$ cat src/design/pccd_pkg.sv
package pccd_pkg;

  localparam int unsigned TableEntriesDefault = 256;
  localparam int unsigned HandleBitsDefault   = 32;

  localparam int unsigned HandleW = 32;
  localparam int unsigned TagW    = 16;
  localparam int unsigned StatusW = 3;

  localparam logic [StatusW-1:0] StTracked = 3'd0;
  localparam logic [StatusW-1:0] StFull    = 3'd1;
  localparam logic [StatusW-1:0] StNoCycle = 3'd2;
  localparam logic [StatusW-1:0] StCycle   = 3'd3;
  localparam logic [StatusW-1:0] StNull    = 3'd4;

  typedef enum logic [1:0] {
    OP_TRACK  = 2'd0,
    OP_NULL   = 2'd1,
    OP_ASSIGN = 2'd2
  } op_e;

  // Classified command passed from the front queue to the engine.
  typedef struct packed {
    op_e               op;
    logic [HandleW-1:0] a;
    logic [HandleW-1:0] b;
    logic [TagW-1:0]    tag;
  } cmd_t;

endpackage

$ cat src/design/pccd_if.sv
interface pccd_in_if;
  logic                          valid;
  logic                          ready;
  logic                          action;
  logic [pccd_pkg::HandleW-1:0]  first_handle;
  logic [pccd_pkg::HandleW-1:0]  second_handle;
  logic [pccd_pkg::TagW-1:0]     name_tag;

  modport source (output valid, action, first_handle, second_handle, name_tag, input ready);
  modport sink   (input valid, action, first_handle, second_handle, name_tag, output ready);
endinterface


$ cat src/design/pccd_front.sv
module pccd_front #(
  parameter int unsigned HANDLE_BITS = pccd_pkg::HandleBitsDefault
) (
  input  logic              clk_i,
  input  logic              rst_ni,
  pccd_in_if.sink           in_i,
  output logic              cmd_valid_o,
  input  logic              cmd_ready_i,
  output pccd_pkg::cmd_t    cmd_o
);

  localparam logic [pccd_pkg::HandleW-1:0] HandleMask =
    (HANDLE_BITS >= pccd_pkg::HandleW) ? '1 :
    pccd_pkg::HandleW'((64'd1 << HANDLE_BITS) - 64'd1);

  pccd_pkg::cmd_t fifo_q [2];
  logic           wptr_q, rptr_q;
  logic [1:0]     cnt_q;
  pccd_pkg::cmd_t cls;
  logic           push, pop;

  // Mask handles and classify the beat.
  always_comb begin
    cls.a   = in_i.first_handle & HandleMask;
    cls.b   = in_i.second_handle & HandleMask;
    cls.tag = in_i.name_tag;
    priority if (!in_i.action) begin
      cls.op = pccd_pkg::OP_TRACK;
    end else if (cls.a == '0 || cls.b == '0) begin
      cls.op = pccd_pkg::OP_NULL;
    end else begin
      cls.op = pccd_pkg::OP_ASSIGN;
    end
  end

  assign in_i.ready  = (cnt_q != 2'd2);
  assign push        = in_i.valid && in_i.ready;
  assign cmd_valid_o = (cnt_q != 2'd0);
  assign pop         = cmd_valid_o && cmd_ready_i;
  assign cmd_o       = fifo_q[rptr_q];

  always_ff @(posedge clk_i) begin
    if (push) begin
      fifo_q[wptr_q] <= cls;
    end
  end

  always_ff @(posedge clk_i or negedge rst_ni) begin
    if (!rst_ni) begin
      wptr_q <= 1'b0;
      rptr_q <= 1'b0;
      cnt_q  <= 2'd0;
    end else begin
      if (push) wptr_q <= ~wptr_q;
      if (pop)  rptr_q <= ~rptr_q;
      cnt_q <= cnt_q + 2'(push) - 2'(pop);
    end
  end

endmodule

$ cat src/flat_wrapper.sv
// flat-port wrapper written by rule: the top's interface ports become plain ports
module pccd_front_flat 
#(
  parameter int unsigned HANDLE_BITS = pccd_pkg::HandleBitsDefault
)
  (clk_i, rst_ni, cmd_valid_o, cmd_ready_i, cmd_o, in_i_valid, in_i_action, in_i_first_handle, in_i_second_handle, in_i_name_tag, in_i_ready);
  pccd_in_if in_i_i ();
  input  logic clk_i;
  input  logic rst_ni;
  output logic cmd_valid_o;
  input  logic cmd_ready_i;
  output pccd_pkg::cmd_t cmd_o;
  input wire logic [$bits(in_i_i.valid)-1:0] in_i_valid;
  input wire logic [$bits(in_i_i.action)-1:0] in_i_action;
  input wire logic [$bits(in_i_i.first_handle)-1:0] in_i_first_handle;
  input wire logic [$bits(in_i_i.second_handle)-1:0] in_i_second_handle;
  input wire logic [$bits(in_i_i.name_tag)-1:0] in_i_name_tag;
  output wire logic [$bits(in_i_i.ready)-1:0] in_i_ready;
  assign in_i_i.valid = in_i_valid;
  assign in_i_i.action = in_i_action;
  assign in_i_i.first_handle = in_i_first_handle;
  assign in_i_i.second_handle = in_i_second_handle;
  assign in_i_i.name_tag = in_i_name_tag;
  assign in_i_ready = in_i_i.ready;
  pccd_front #(.HANDLE_BITS(HANDLE_BITS)) u_core (.clk_i(clk_i), .rst_ni(rst_ni), .in_i(in_i_i), .cmd_valid_o(cmd_valid_o), .cmd_ready_i(cmd_ready_i), .cmd_o(cmd_o));
endmodule
$ cat config.mk
export PLATFORM = sky130hd
export DESIGN_NAME = pccd_front_flat
export DESIGN_NICKNAME = d
export VERILOG_FILES = /design/src/design/pccd_pkg.sv /design/src/design/pccd_if.sv /design/src/design/pccd_front.sv /design/src/flat_wrapper.sv
export SDC_FILE = /design/constraint.sdc
export NUM_CORES = 1
export LEC_CHECK = 0
export ABC_AREA = 1
export ABC_CLOCK_PERIOD_IN_PS = 13700
export BUFFER_PORTS_ARGS = -buffer_cell sky130_fd_sc_hd__buf_2
export CAP_MARGIN = 40
export CORE_AREA = 2 2 151 153
export DETAILED_ROUTE_END_ITERATION = 8
export DIE_AREA = 0 0 153 155
export SLEW_MARGIN = 5
export SYNTH_ARGS = -nofsm -noshare
export SYNTH_HDL_FRONTEND = slang
export SYNTH_SLANG_ARGS = --single-unit
$ cat constraint.sdc
create_clock -name clk_i -period 13.7 [get_ports clk_i]
set_input_delay 1.37 -clock clk_i [delete_from_list [all_inputs] [get_ports clk_i]]
set_output_delay 1.37 -clock clk_i [all_outputs]
set_load 0.02 [all_outputs]
## Word-level counts from Yosys, hierarchy flattened

Memory sizes are Yosys's and may differ from the RTL's.
Cells that the tools add are included.

| storage, ports and cells | value |
|---|---|
| bits in registers | 4 |
| bits in writable memories | 164 |
| input port bits | 85 |
| output and inout bits | 84 |
| word-level logic and storage cells | 19 |
| memories | 1 |

| cells by class | value |
|---|---|
| add/subtract/negate cells | 2 |
| equality and inequality tests | 1 |
| multiplexer cells | 4 |
| bitwise logic cells | 2 |
| reduce and logical (&&, ||, !) cells | 6 |

Memory list:

| memory | words | bits a word | rd ports | clocked after memory_dff | write ports | RTL line | text |
|---|---|---|---|---|---|---|---|
| u_core.fifo_q | 2 | 82 | 1 | 0 | 1 | pccd_front.sv:16 | `pccd_pkg::cmd_t fifo_q [2];` |

Operator list:

| kind | number |
|---|---|
| $logic_not 32->1 | 2 |
| $mux 2 | 2 |
| $add 2x1->2 | 1 |
| $logic_and 1x1->1 | 2 |
| $mux 1 | 2 |
| $ne 2x2->1 const B | 1 |
| $not 1->1 | 2 |
| $reduce_bool 2->1 | 1 |
| $sub 2x1->2 | 1 |
| $logic_or 1x1->1 | 1 |

## Depth between registers and ports, before layout

Gate-level depths: netlist of run 1.

| depth | value |
|---|---|
| word-level depth | 4 |
| gate-level depth with buffers | 9 |
| depth with buffers taken out | 9 |

## Worst setup path before layout of run 1

No wires, ideal clock.

| timing | value |
|---|---|
| path type | input-to-reg |
| start point | in in_i_valid |
| end point | mem u_core.fifo_q[1][0] in the netlist's numbering, enable pin |
| setup time | 524 ps |
| arrival time | 4906 ps |
| data required time | 13176 ps |
| path slack | 8270 ps |
| cell stages on the path | 2 |
| path buffers | 0 |
| cells stage by stage | nand2_1 nor2_1 |

| on the way | value |
|---|---|
| longest elaborated chain between the ends | 3 |

Ends and longest elaborated chain:

| element | RTL line | text |
|---|---|---|
| from (decl) | flat_wrapper.sv:13 | `input wire logic [$bits(in_i_i.valid)-1:0] in_i_valid;` |
| $logic_and 1x1->1 | pccd_front.sv:37 | `assign push = in_i.valid && in_i.ready;` |
| $mux 1 | pccd_front.sv:43 | `if (push) begin` |
| $mux 1 (not written as such) | pccd_front.sv:44 | `fifo_q[wptr_q] <= cls;` |
| to (decl) | pccd_front.sv:16 |  |

Every way passes these cells.

==> load_flow_metrics.sql, run 1 <==
INSERT INTO impl_metrics (metric_group, metric, value, unit) VALUES
('clock_tree', 'cts_hold_repair.buffers', '0', ''),
('synth', 'synth-seq-area-share', '77.26', '%'),
('cells_and_area', 'final_layout_size_suffix_gt1_share', '28.67', '%'),
('synth', 'avgSynthCellArea', '12.18', 'sq um'),
('synth', 'ys_seq_elements', '168', ''),
('timing', 'setup_viol', '0', ''),
('pwr', 'seq_power_share', '38.8', '%'),
('cells_and_area', 'multi_input_comb_area', '1303', 'sq um'),
('placement', 'placement.io_buffers', '168', ''),
('cells_and_area', 'areaGrowthSynthToFinish', '27.63', '%'),
('worst_setup_path', 'worstSetupStartpointType', 'flip-flop', ''),
('pwr', 'power.leakage', '3.563', 'nW'),
('clock_tree', 'tritoncts_clock_tree', 'yes', ''),
('cells_and_area', 'num_antenna_cells', '0', ''),
('timing', 'max_clock_skew', '0.005786', 'ns'),
('timing', 'timing.slew.headroom', '53.82', '%'),
('synth', 'netlist_area', '6504', 'sq um'),
('worst_setup_path', 'timing_worst_setup_path_type', 'reg -> out', ''),
('cells_and_area', 'post_layout_nonfiller_instances', '1007', ''),
('synth', 'synthDistinctLibCells', '14', ''),
('clock_tree', 'post_cts.resized_instances', '0', ''),
('floorplanning', 'design.die.area', '23720', 'sq um'),
('clock_tree', 'cts.path.max_buffers', '2', ''),
('timing', 'clock.fmax', '0.2399', 'GHz'),
('floorplanning', 'die_w', '153', 'microns'),
('routing', 'first_iter_violations', '148', ''),
('floorplanning', 'start_util', '29.26', '%'),
('timing', 'final-max-slew-violation-count', '0', ''),
('pwr', 'irDropWorstVdd', '83.71', 'uV'),
('worst_hold_path', 'hp-class', 'reg -> reg', ''),
('cells_and_area', 'net_total_in_the_final_layout', '796', ''),
('timing', 'final.period_utilization', '30.43', '%'),
('clock_tree', 'clkTransAtPathRegs', '0.06', 'ns'),
('run', 'maximum_capacitance_violations', '0', ''),
('clock_tree', 'htreeDepth', '4', ''),
('synth', 'postSynthNetCount', '621', ''),
('pwr', 'power.combinational.fraction', '33.8', '%'),
('worst_setup_path', 'timing.critical_path.fanout_max', '68', ''),
('routing', 'via_count', '4178', ''),
('floorplanning', 'core_region_area', '22230', 'sq um'),
('pwr', 'power_dens_cells', '227.5', 'nW/um^2'),
('worst_setup_path', 'worst_setup_path_end_kind', 'output port', ''),
('timing', 'finalWorstPathRequiredPeriod', '4.169', 'ns'),
('routing', 'detail_route.first_pass.iterations', '5', ''),
('placement', 'gp_weighted_congestion', '0.7259', ''),
('pwr', 'share_clk_of_total_power', '27.4', '%'),
('routing', 'antenna_violating_nets_left', '0', ''),
('grt', 'first_global_vias', '4033', ''),
('pwr', 'power.switching', '0.0006832', 'W'),
('floorplanning', 'rows', '55', ''),
('synth', 'yosys-top-cells-area', 'edfxtp_1, nand2_1, nor2_1', ''),
('run_status', 'run_status', 'complete, no violations', ''),
('grt', 'globalRouteOverflowTotal', '0', ''),
('timing', 'timing.hold.ws', '0.5665', 'ns'),
('cells_and_area', 'sequential_cell_area', '5029', 'sq um'),
('clock_tree', 'cts_made_buffers', '17', ''),
('worst_setup_path', 'worst_setup_path_startpoint', 'u_core.rptr_q', ''),
('pwr', 'power_report.internal_total', '0.001206', 'W'),
('timing', 'totalNegativeSetupSlack', '0', 'ns'),
('synth', 'synth_cells', '534', ''),
('synth', 'yosysTopAreaCell', 'edfxtp_1', ''),
('timing', 'rsz0062_at_grt', 'no', ''),
('grt', 'largest_net_degree_at_the_start_of_global_routing', '69', ''),
('worst_setup_path', 'cp_data_required_time', '12.33', 'ns'),
('clock_tree', 'clockRootBuffer', 'clkbuf_16', ''),
('clock_tree', 'post-cts-setup-buffers', '0', ''),
('grt', 'initial_antenna_violation_count', '3', ''),
('worst_hold_path', 'timing.hold.worst.start', 'u_core.cnt_q[1]', ''),
('placement', 'placed_cells', '975', ''),
('worst_setup_path', 'arrival', '2.80', 'ns'),
('routing', 'routed_wl', '14000', 'microns');
-- path summary, 6_finish.rpt --
kind / endpoint / slack (ns) / cells after the start
worst max-delay path: cmd_o[80] / 9.53 / 6
worst min-delay path: u_core.cnt_q[1] / 0.57 / 2
worst max register to register: u_core.rptr_q / 11.40 / 4
worst min register to register: u_core.cnt_q[1] / 0.57 / 2
max in group asynchronous: u_core.rptr_q / 12.80 / 1
min in group asynchronous: u_core.wptr_q / 0.76 / 1
-- critical path, stage by stage (launching register included) --
cell and delay (ns):
dfrtp_4 0.58, buf_16 0.25, inv_2 0.55, buf_4 0.59, nand2_1 0.09, nand2_1 0.12
buf_2 0.17
-- cell families after synthesis --
logic type | Yosys count | share of synthesized area (%)
AND/OR/NAND/NOR | 327 | 19.01
buffers and inverters | 34 | 2.943
adder cells (fa/ha/maj) | 2 | 0.3847
flip-flops | 168 | 77.26
XOR/XNOR | 3 | 0.4041
-- cells in the final DEF, fill, tap and decap left out, drive strengths merged --
master,synthesis,final
buf,17,174
xor2,2,2
nor2,50,50
dfrtp,4,4
xnor2,1,1
bufinv,0,5
edfxtp,164,164
nand2,275,275
clkinv,0,5
inv,16,18
clkbuf,1,20
nand3,1,1
ha,2,2
nand4,1,1
-- layer usage --
metal	GRT usage (%)	wire length, microns	up-vias
li1	-	-	2108
met1	14.44	6125	1936
met2	19.80	6818	112
met3	4.067	854	16
met4	4.189	158	6
met5	0	41	-
-- metrics by stage --
stage | power (W) | util (%) | setup WS (ns) | cell area, sq um
2_1_floorplan | 0.001183 | - | 8.270 | 6504
3_3_place_gp | 0.001384 | 34.28 | 9.718 | 7619
5_1_grt | 0.002007 | 37.34 | 9.234 | 8300
6_report | 0.001889 | 37.34 | 9.531 | 8300
3_5_place_dp | 0.001403 | 34.49 | 9.838 | 7666
4_1_cts | 0.001928 | 37.34 | 9.378 | 8300
-- synth_stat cells --
cell and number:
nand2_1 275, edfxtp_1 164, nor2_1 48, buf_4 17
inv_1 15, dfrtp_1 4, ha_1 2, nor2_2 2
xor2_1 2, clkbuf_1 1, inv_2 1, nand3_1 1
nand4_1 1, xnor2_1 1
-- cell type report --
class                   instances  share of cell area, %
flip-flops and latches        168                  60.58
multi-input cells             332                  15.69
repair buffers                174                  11.06
clock buffers                  20                  5.261
well taps                     285                  4.296
clock inverters                12                  2.382
inverters                      16                 0.7235
-- registers in the layout, summed over array words and instances, names as in the netlist --
| name | count |
|---|---|
| u_core.rptr_q | 1 |
| u_core.cnt_q | 2 |
| u_core.wptr_q | 1 |
| u_core.fifo_q | 164 |
-- power groups by stage --
stage	registers, W	logic [W]	clock network (W)
4_1_cts	0.000735	0.000659	0.000534
2_1_floorplan	0.000747	0.000436	0
5_1_grt	0.000743	0.000710	0.000553
6_report	0.000734	0.000638	0.000517
3_3_place_gp	0.000778	0.000607	0
3_5_place_dp	0.000745	0.000658	0
No activity file was read; power rests on OpenSTA's default activity.
==> run 2, diff against run 1 <==
ABC_AREA = 0   (was 1)
ABC_CLOCK_PERIOD_IN_PS = 3850   (was 13700)
CORE_AREA = 2 2 148 150   (was 2 2 151 153)
DIE_AREA = 0 0 150 152   (was 0 0 153 155)
clock period = 3.85 ns   (was 13.7 ns; I/O delays follow)
==> load_flow_metrics.sql, run 2 <==
INSERT INTO impl_metrics (metric_group, metric, value, unit) VALUES
('routing', 'via_count', '3328', ''),
('clock_tree', 'post_cts.resized_instances', '0', ''),
('worst_setup_path', 'timing.critical_path.fanout_max', '44', ''),
('placement', 'placement.io_buffers', '168', ''),
('cells_and_area', 'mostFrequentLayoutCell', 'buf_2', ''),
('worst_setup_path', 'worst_setup_path_end_kind', 'output port', ''),
('timing', 'totalNegativeSetupSlack', '0', 'ns'),
('synth', 'ys_seq_elements', '168', ''),
('floorplanning', 'start_util', '29.34', '%'),
('synth', 'number_of_enable_type_register_cells_in_the_synthesized_netlist', '164', ''),
('routing', 'first_iter_violations', '105', ''),
('clock_tree', 'numClockSinks', '168', ''),
('pwr', 'power_report.internal_total', '0.004342', 'W'),
('timing', 'final-max-slew-violation-count', '0', ''),
('synth', 'netlist_top_cells_count', 'edfxtp_1, mux2_2, nor4_1', ''),
('routing', 'detail_route.first_pass.iterations', '4', ''),
('clock_tree', 'post-cts-setup-buffers', '0', ''),
('synth', 'yosysTopAreaCell', 'edfxtp_1', ''),
('timing', 'timing.slew.headroom', '60.32', '%'),
('pwr', 'power.switching', '0.002073', 'W'),
('clock_tree', 'clkTransAtPathRegs', '0.06', 'ns'),
('grt', 'grtUsageTotal', '11.51', '%'),
('routing', 'vias_per_cell', '4.294', ''),
('cells_and_area', 'largest_reg_flops', '164', ''),
('worst_setup_path', 'worstSetupStartpointType', 'flip-flop', ''),
('routing', 'wire_per_inst', '16.16', 'microns'),
('routing', 'post-route-drc-count', '0', ''),
('synth', 'netlist.area_leader.share', '78.63', '%'),
('clock_tree', 'clockRootBuffer', 'clkbuf_16', ''),
('synth', 'synth_cells', '298', ''),
('synth', 'async_flop_share', '2.381', '%'),
('cells_and_area', 'mostFrequentLayoutCells', 'buf_2, edfxtp_1, mux2_2', ''),
('placement', 'gp_weighted_congestion', '0.7342', ''),
('cells_and_area', 'fin_util', '37.99', '%'),
('floorplanning', 'core_region_area', '21350', 'sq um'),
('clock_tree', 'tritoncts_clock_tree', 'yes', ''),
('timing', 'setup_viol', '0', ''),
('grt', 'initial_antenna_violation_count', '0', ''),
('routing', 'antenna_violating_nets_left', '0', ''),
('worst_hold_path', 'hp-class', 'in -> reg', ''),
('timing', 'tightest_slew', '0.5952', 'ns'),
('floorplanning', 'die_w', '150', 'microns'),
('grt', 'globalRouteOverflowTotal', '0', ''),
('timing', 'finalHoldViolCount', '0', ''),
('pwr', 'share_clk_of_total_power', '27.4', '%'),
('placement', 'placed_cells', '742', ''),
('cells_and_area', 'areaGrowthSynthToFinish', '29.48', '%'),
('synth', 'post-synth-top-count-cell', 'edfxtp_1', ''),
('floorplanning', 'die_y', '152', 'microns'),
('routing', 'routed_wl', '12520', 'microns'),
('run_status', 'run_status', 'complete, no violations', ''),
('worst_setup_path', 'cp_data_required_time', '3.46', 'ns'),
('synth', 'synthDistinctLibCells', '18', ''),
('timing', 'clock.fmax', '0.4025', 'GHz'),
('clock_tree', 'cts.path.max_buffers', '2', ''),
('timing', 'max_clock_skew', '0.007560', 'ns'),
('synth', 'synth_top_flop_cell', 'edfxtp_1', ''),
('floorplanning', 'design.die.area', '22800', 'sq um'),
('pwr', 'p_sw_share', '32.32', '%'),
('timing', 'finalWorstPathRequiredPeriod', '2.484', 'ns'),
('run', 'maximum_capacitance_violations', '0', ''),
('pwr', 'power_dens_cells', '791.0', 'nW/um^2'),
('cells_and_area', 'largest_register_by_flop_count', 'u_core.fifo_q', ''),
('pwr', 'seq_power_share', '41.8', '%'),
('synth', 'ys.warnings.count', '0', ''),
('pwr', 'power.leakage', '2.969', 'nW'),
('pwr', 'irDropWorstVdd', '673.2', 'uV'),
('timing', 'rsz0062_at_grt', 'no', ''),
('synth', 'avgSynthCellArea', '21.02', 'sq um'),
('clock_tree', 'cts_made_buffers', '17', ''),
('synth', 'synth-seq-area-share', '80.22', '%'),
('cells_and_area', 'final_layout_size_suffix_gt1_share', '58.99', '%'),
('floorplanning', 'floorplan.io_pins', '169', ''),
('placement', 'detailedPlacementHpwl', '8533', 'microns'),
('worst_setup_path', 'arrival', '2.10', 'ns'),
('synth', 'netlist_area', '6264', 'sq um'),
('clock_tree', 'htreeDepth', '4', ''),
('cells_and_area', 'num_antenna_cells', '0', ''),
('timing', 'final.period_utilization', '64.53', '%'),
('worst_setup_path', 'timing_worst_setup_path_type', 'reg -> out', ''),
('cells_and_area', 'net_total_in_the_final_layout', '569', ''),
('cells_and_area', 'post_layout_nonfiller_instances', '775', ''),
('cells_and_area', 'registers_with_the_most_flip_flops', 'u_core.fifo_q (164), u_core.cnt_q (2)', ''),
('grt', 'first_global_vias', '3622', ''),
('synth', 'postSynthNetCount', '385', ''),
('synth', 'yosys-top-cells-area', 'edfxtp_1, mux2_2, dfrtp_1', ''),
('grt', 'largest_net_degree_at_the_start_of_global_routing', '51', ''),
('pwr', 'power.combinational.fraction', '30.9', '%'),
('floorplanning', 'rows', '54', ''),
('clock_tree', 'worst_skew_pair.late_latency', '0.41', 'ns'),
('clock_tree', 'cts_hold_repair.buffers', '1', ''),
('grt', 'global_route_wire_length_before_repair', '19710', 'microns');
## run 2: changes by cell type after synthesis, moves of 2 or more
cell	before	now
and2_1	0	2
xnor2_1	1	3
nand2_1	275	2
buf_4	17	7
inv_1	15	4
buf_2	0	2
nor2_2	2	0
nor4_1	0	15
nand4_1	1	4
mux2_2	0	82
nor2_1	48	2
## run 2: cells by family (layout without fill, tap and decap cells)
logic type               after synthesis  count (layout)  synth area share (%)
XOR/XNOR                               4               4                0.5594
flip-flops                           168             168                 80.22
AO/OA/AOI/OAI                          1               1               0.09994
adder cells (fa/ha/maj)                2               2                0.3995
buffers and inverters                 13             210                 1.238
AND/OR/NAND/NOR                       28              28                 2.737
multiplexers                          82              82                 14.74
## run 2: critical path, cell delays in order (launching register included)
cell and delay, ns:
dfrtp_4 0.80, buf_16 0.30, mux2_2 0.38, buf_2 0.16
## run 2: area by class of cell
class                      instances  area, sq um
clock buffer                      17        425.4
timing repair buffer             174        928.4
sequential                       168         5029
inverter                           4        15.01
clock inverter                    15        188.9
fill                            2064        13240
tap                              280        350.3
multi-input combinational        117         1174
## run 2: final timing paths
kind	start	to	slack (ns)	depth (start not counted)
setup reg to reg	u_core.cnt_q[1]	u_core.fifo_q[0][2]	1.97	4
setup / recovery	u_core.rptr_q	cmd_o[53]	1.37	3
min in group asynchronous	rst_ni	u_core.cnt_q[0]	0.31	2
max in group asynchronous	rst_ni	u_core.rptr_q	3.41	2
hold / removal	in_i_name_tag[9]	u_core.fifo_q[1][9]	0.16	1
hold reg to reg	u_core.cnt_q[1]	u_core.cnt_q[1]	0.50	1
## run 2: metrics by stage
step | total power (W) | setup WS, ns | hold slack (ns) | area, sq um
floorplan | 0.004064 | 0.5600 | 0.08941 | 6266
global placement | 0.004666 | 1.609 | 0.1921 | 7431
detailed placement | 0.004754 | 1.749 | 0.1997 | 7486
CTS | 0.006546 | 1.286 | 0.1304 | 8110
global route | 0.006755 | 1.233 | 0.1290 | 8110
finish | 0.006415 | 1.366 | 0.1618 | 8110
## run 2: per-layer routing
metal / vias to the layer above / track usage, % / part of all wire, %
met5: - / 0 / 0
met4: 0 / 4.897 / 1.4
met3: 10 / 2.913 / 5.3
met2: 94 / 19.98 / 52
met1: 1654 / 13.42 / 41
li1: 1570 / - / -
## run 2: power groups by stage
stage | clock [W] | combinational, W | sequential, W
3_3_place_gp | 0 | 0.00187 | 0.00280
6_report | 0.00176 | 0.00198 | 0.00268
2_1_floorplan | 0 | 0.00144 | 0.00263
3_5_place_dp | 0 | 0.00203 | 0.00273
4_1_cts | 0.00182 | 0.00204 | 0.00269
5_1_grt | 0.00189 | 0.00214 | 0.00272
==> run 3, diff against run 2 <==
ABC_CLOCK_PERIOD_IN_PS = 2000   (was 3850)
clock period = 2 ns   (was 3.85 ns; I/O delays follow)
==> load_flow_metrics.sql, run 3 (synthesized netlist as in run 2, its figures left out) <==
INSERT INTO impl_metrics (metric_group, metric, value, unit) VALUES
('worst_hold_path', 'worstHoldEndpoint', 'u_core.wptr_q', ''),
('placement', 'detailedPlacementHpwl', '8582', 'microns'),
('routing', 'post-route-drc-count', '0', ''),
('clock_tree', 'tritoncts_clock_tree', 'yes', ''),
('grt', 'grtUsageTotal', '11.99', '%'),
('pwr', 'p_sw_share', '31.70', '%'),
('grt', 'initial_antenna_violation_count', '0', ''),
('cells_and_area', 'registers_with_the_most_flip_flops', 'u_core.fifo_q (164), u_core.cnt_q (2)', ''),
('clock_tree', 'cts_made_buffers', '17', ''),
('timing', 'finalWorstPathRequiredPeriod', '1.892', 'ns'),
('placement', 'post_dp_cell_area', '7538', 'sq um'),
('timing', 'finalHoldViolCount', '0', ''),
('cells_and_area', 'mostFrequentLayoutCells', 'buf_2, edfxtp_1, mux2_2', ''),
('cells_and_area', 'final_layout_size_suffix_gt1_share', '50.43', '%'),
('pwr', 'seq_power_share', '39.8', '%'),
('grt', 'globalRouteOverflowTotal', '0', ''),
('pwr', 'power.combinational.fraction', '33.5', '%'),
('pwr', 'power_report.internal_total', '0.008627', 'W'),
('routing', 'vias_per_cell', '4.296', ''),
('run_status', 'run_status', 'complete, no violations', ''),
('placement', 'gp_weighted_congestion', '0.7402', ''),
('timing', 'timing.slew.headroom', '68.28', '%'),
('cells_and_area', 'areaGrowthSynthToFinish', '43.15', '%'),
('routing', 'routed_wl', '13390', 'microns'),
('pwr', 'share_clk_of_total_power', '26.7', '%'),
('clock_tree', 'htreeDepth', '4', ''),
('routing', 'detail_route.first_pass.iterations', '4', ''),
('timing', 'final-max-slew-violation-count', '0', ''),
('clock_tree', 'clockRootBuffer', 'clkbuf_16', ''),
('pwr', 'power.switching', '0.004003', 'W'),
('worst_setup_path', 'r2r_start', 'u_core.cnt_q[1]', ''),
('pwr', 'irDropWorstVdd', '631.8', 'uV'),
('worst_setup_path', 'timing.critical_path.fanout_max', '14', ''),
('floorplanning', 'start_util', '29.34', '%'),
('worst_setup_path', 'worst_setup_path_end_kind', 'output port', ''),
('cells_and_area', 'fillers', '1954', ''),
('worst_setup_path', 'crit-reg2reg-capture', 'u_core.cnt_q[1]', ''),
('worst_setup_path', 'r2r_cells', '7', ''),
('worst_setup_path', 'arrival', '1.69', 'ns'),
('clock_tree', 'clkTransAtPathRegs', '0.06', 'ns'),
('cells_and_area', 'largest_register_by_flop_count', 'u_core.fifo_q', ''),
('routing', 'first_iter_violations', '152', ''),
('worst_hold_path', 'min_delay_path_depth', '3', ''),
('placement', 'placement.io_buffers', '168', ''),
('cells_and_area', 'net_total_in_the_final_layout', '652', ''),
('floorplanning', 'rows', '54', ''),
('clock_tree', 'numClockSinks', '168', ''),
('routing', 'wire_per_inst', '15.61', 'microns'),
('cells_and_area', 'largest_reg_flops', '164', ''),
('worst_setup_path', 'cp_data_required_time', '1.80', 'ns'),
('clock_tree', 'worst_skew_pair.late_latency', '0.41', 'ns'),
('timing', 'max_clock_skew', '0.008552', 'ns'),
('cells_and_area', 'postLayoutCellArea', '8966', 'sq um'),
('worst_setup_path', 'worst_setup_path_startpoint', 'u_core.rptr_q', ''),
('grt', 'largest_net_degree_at_the_start_of_global_routing', '56', ''),
('timing', 'setup_viol', '0', ''),
('timing', 'clock.fmax', '0.5285', 'GHz'),
('clock_tree', 'cts.path.max_buffers', '2', ''),
('worst_setup_path', 'timing_worst_setup_path_type', 'reg -> out', ''),
('floorplanning', 'design.die.area', '22800', 'sq um'),
('cells_and_area', 'mostFrequentLayoutCell', 'buf_2', ''),
('worst_setup_path', 'worst-r2r-setup-slack', '0.17', 'ns'),
('run', 'maximum_capacitance_violations', '0', ''),
('grt', 'first_global_vias', '3973', ''),
('routing', 'via_count', '3686', ''),
('timing', 'rsz0062_at_grt', 'no', ''),
('pwr', 'power_dens_cells', '1409', 'nW/um^2'),
('floorplanning', 'die_y', '152', 'microns'),
('worst_setup_path', 'worstSetupStartpointType', 'flip-flop', ''),
('floorplanning', 'die_w', '150', 'microns'),
('floorplanning', 'core_region_area', '21350', 'sq um'),
('timing', 'tightest_slew', '0.4715', 'ns'),
('grt', 'global_route_wire_length_before_repair', '20650', 'microns'),
('floorplanning', 'floorplan.io_pins', '169', ''),
('worst_hold_path', 'hp-class', 'in -> reg', ''),
('worst_hold_path', 'timing.hold.worst.start', 'in_i_valid', ''),
('pwr', 'total_power', '0.01263', 'W'),
('routing', 'antenna_violating_nets_left', '0', ''),
('timing', 'final.period_utilization', '94.61', '%'),
('pwr', 'power.leakage', '3.326', 'nW');
run 3: cell types whose count changed in the layout (fill, tap and decap cells not counted), sizes merged:
cell / delta
clkinv: +4
bufinv: +1
buf: +3
diode: +1
clkinvlp: -2
inv: -5
clkbuf: +1
dlygate4sd3: +80
run 3: cell type report:
| type | count | area (sq um) | area share (%) |
|---|---|---|---|
| antenna | 1 | 2.502 | 0.02791 |
| clock buffer | 18 | 429.2 | 4.786 |
| clock inverter | 13 | 177.7 | 1.982 |
| inverter | 4 | 15.01 | 0.1675 |
| multi-input combinational | 117 | 1189 | 13.26 |
| sequential | 168 | 5029 | 56.08 |
| tap | 280 | 350.3 | 3.907 |
| timing repair buffer | 257 | 1774 | 19.79 |
run 3: how the worst max path moves through the flow:
| stage | end | slack, ns | cells past startpoint |
|---|---|---|---|
| 2_1_floorplan | u_core.fifo_q[0][0] | -0.25 | 3 |
| 3_3_place_gp | u_core.cnt_q[1] | 0.24 | 7 |
| 5_1_grt | cmd_o[62] | 0.001 | 3 |
| 6_report | cmd_o[3] | 0.11 | 3 |
| 3_5_place_dp | u_core.cnt_q[1] | 0.17 | 7 |
| 4_1_cts | cmd_o[3] | 0.05 | 3 |
run 3: critical path, cell delays in order (launching register included):
cell     delay (ns)
dfrtp_4        0.49
buf_4          0.26
mux2_2         0.36
buf_2          0.16
run 3: power by group through the flow:
stage / Combinational, W / Sequential [W] / Clock [W]
floorplan: 0.00279 / 0.00503 / 0
CTS: 0.00431 / 0.00504 / 0.00348
global route: 0.00454 / 0.00510 / 0.00362
global placement: 0.00404 / 0.00512 / 0
finish: 0.00423 / 0.00503 / 0.00337
detailed placement: 0.00409 / 0.00517 / 0
run 3: stage by stage:
stage | std cells | TNS, ns | worst slack, ns | util (%) | hold WS (ns)
final | 858 | 0 | 0.1078 | 41.99 | 0.09659
after global routing | 857 | 0 | 0.001372 | 41.98 | 0.09038
after CTS | 857 | 0 | 0.04539 | 41.98 | 0.07711
after detailed placement | 744 | 0 | 0.1710 | 35.31 | 0.01126
after global placement | 744 | 0 | 0.2423 | 35.31 | 0.009812
after floorplan | 298 | -24.31 | -0.2461 | - | -0.09559
run 3: repair_timing:
item | 4_1_cts | 5_1_grt
setup buffers | 1 | 0
setup endpoints to repair | 67 | 0
hold buffers | 81 | 0
gates resized for setup | 0 | 0
endpoints found under the hold margin | 164 | 0
run 3: per-layer routing:
metal / vias to the layer above / part of all wire (%) / GRT usage (%)
met1: 1830 / 40 / 13.03
met4: 0 / 1.9 / 4.672
li1: 1731 / - / -
met5: - / 0 / 0
met3: 14 / 5.4 / 3.934
met2: 111 / 52 / 21.42
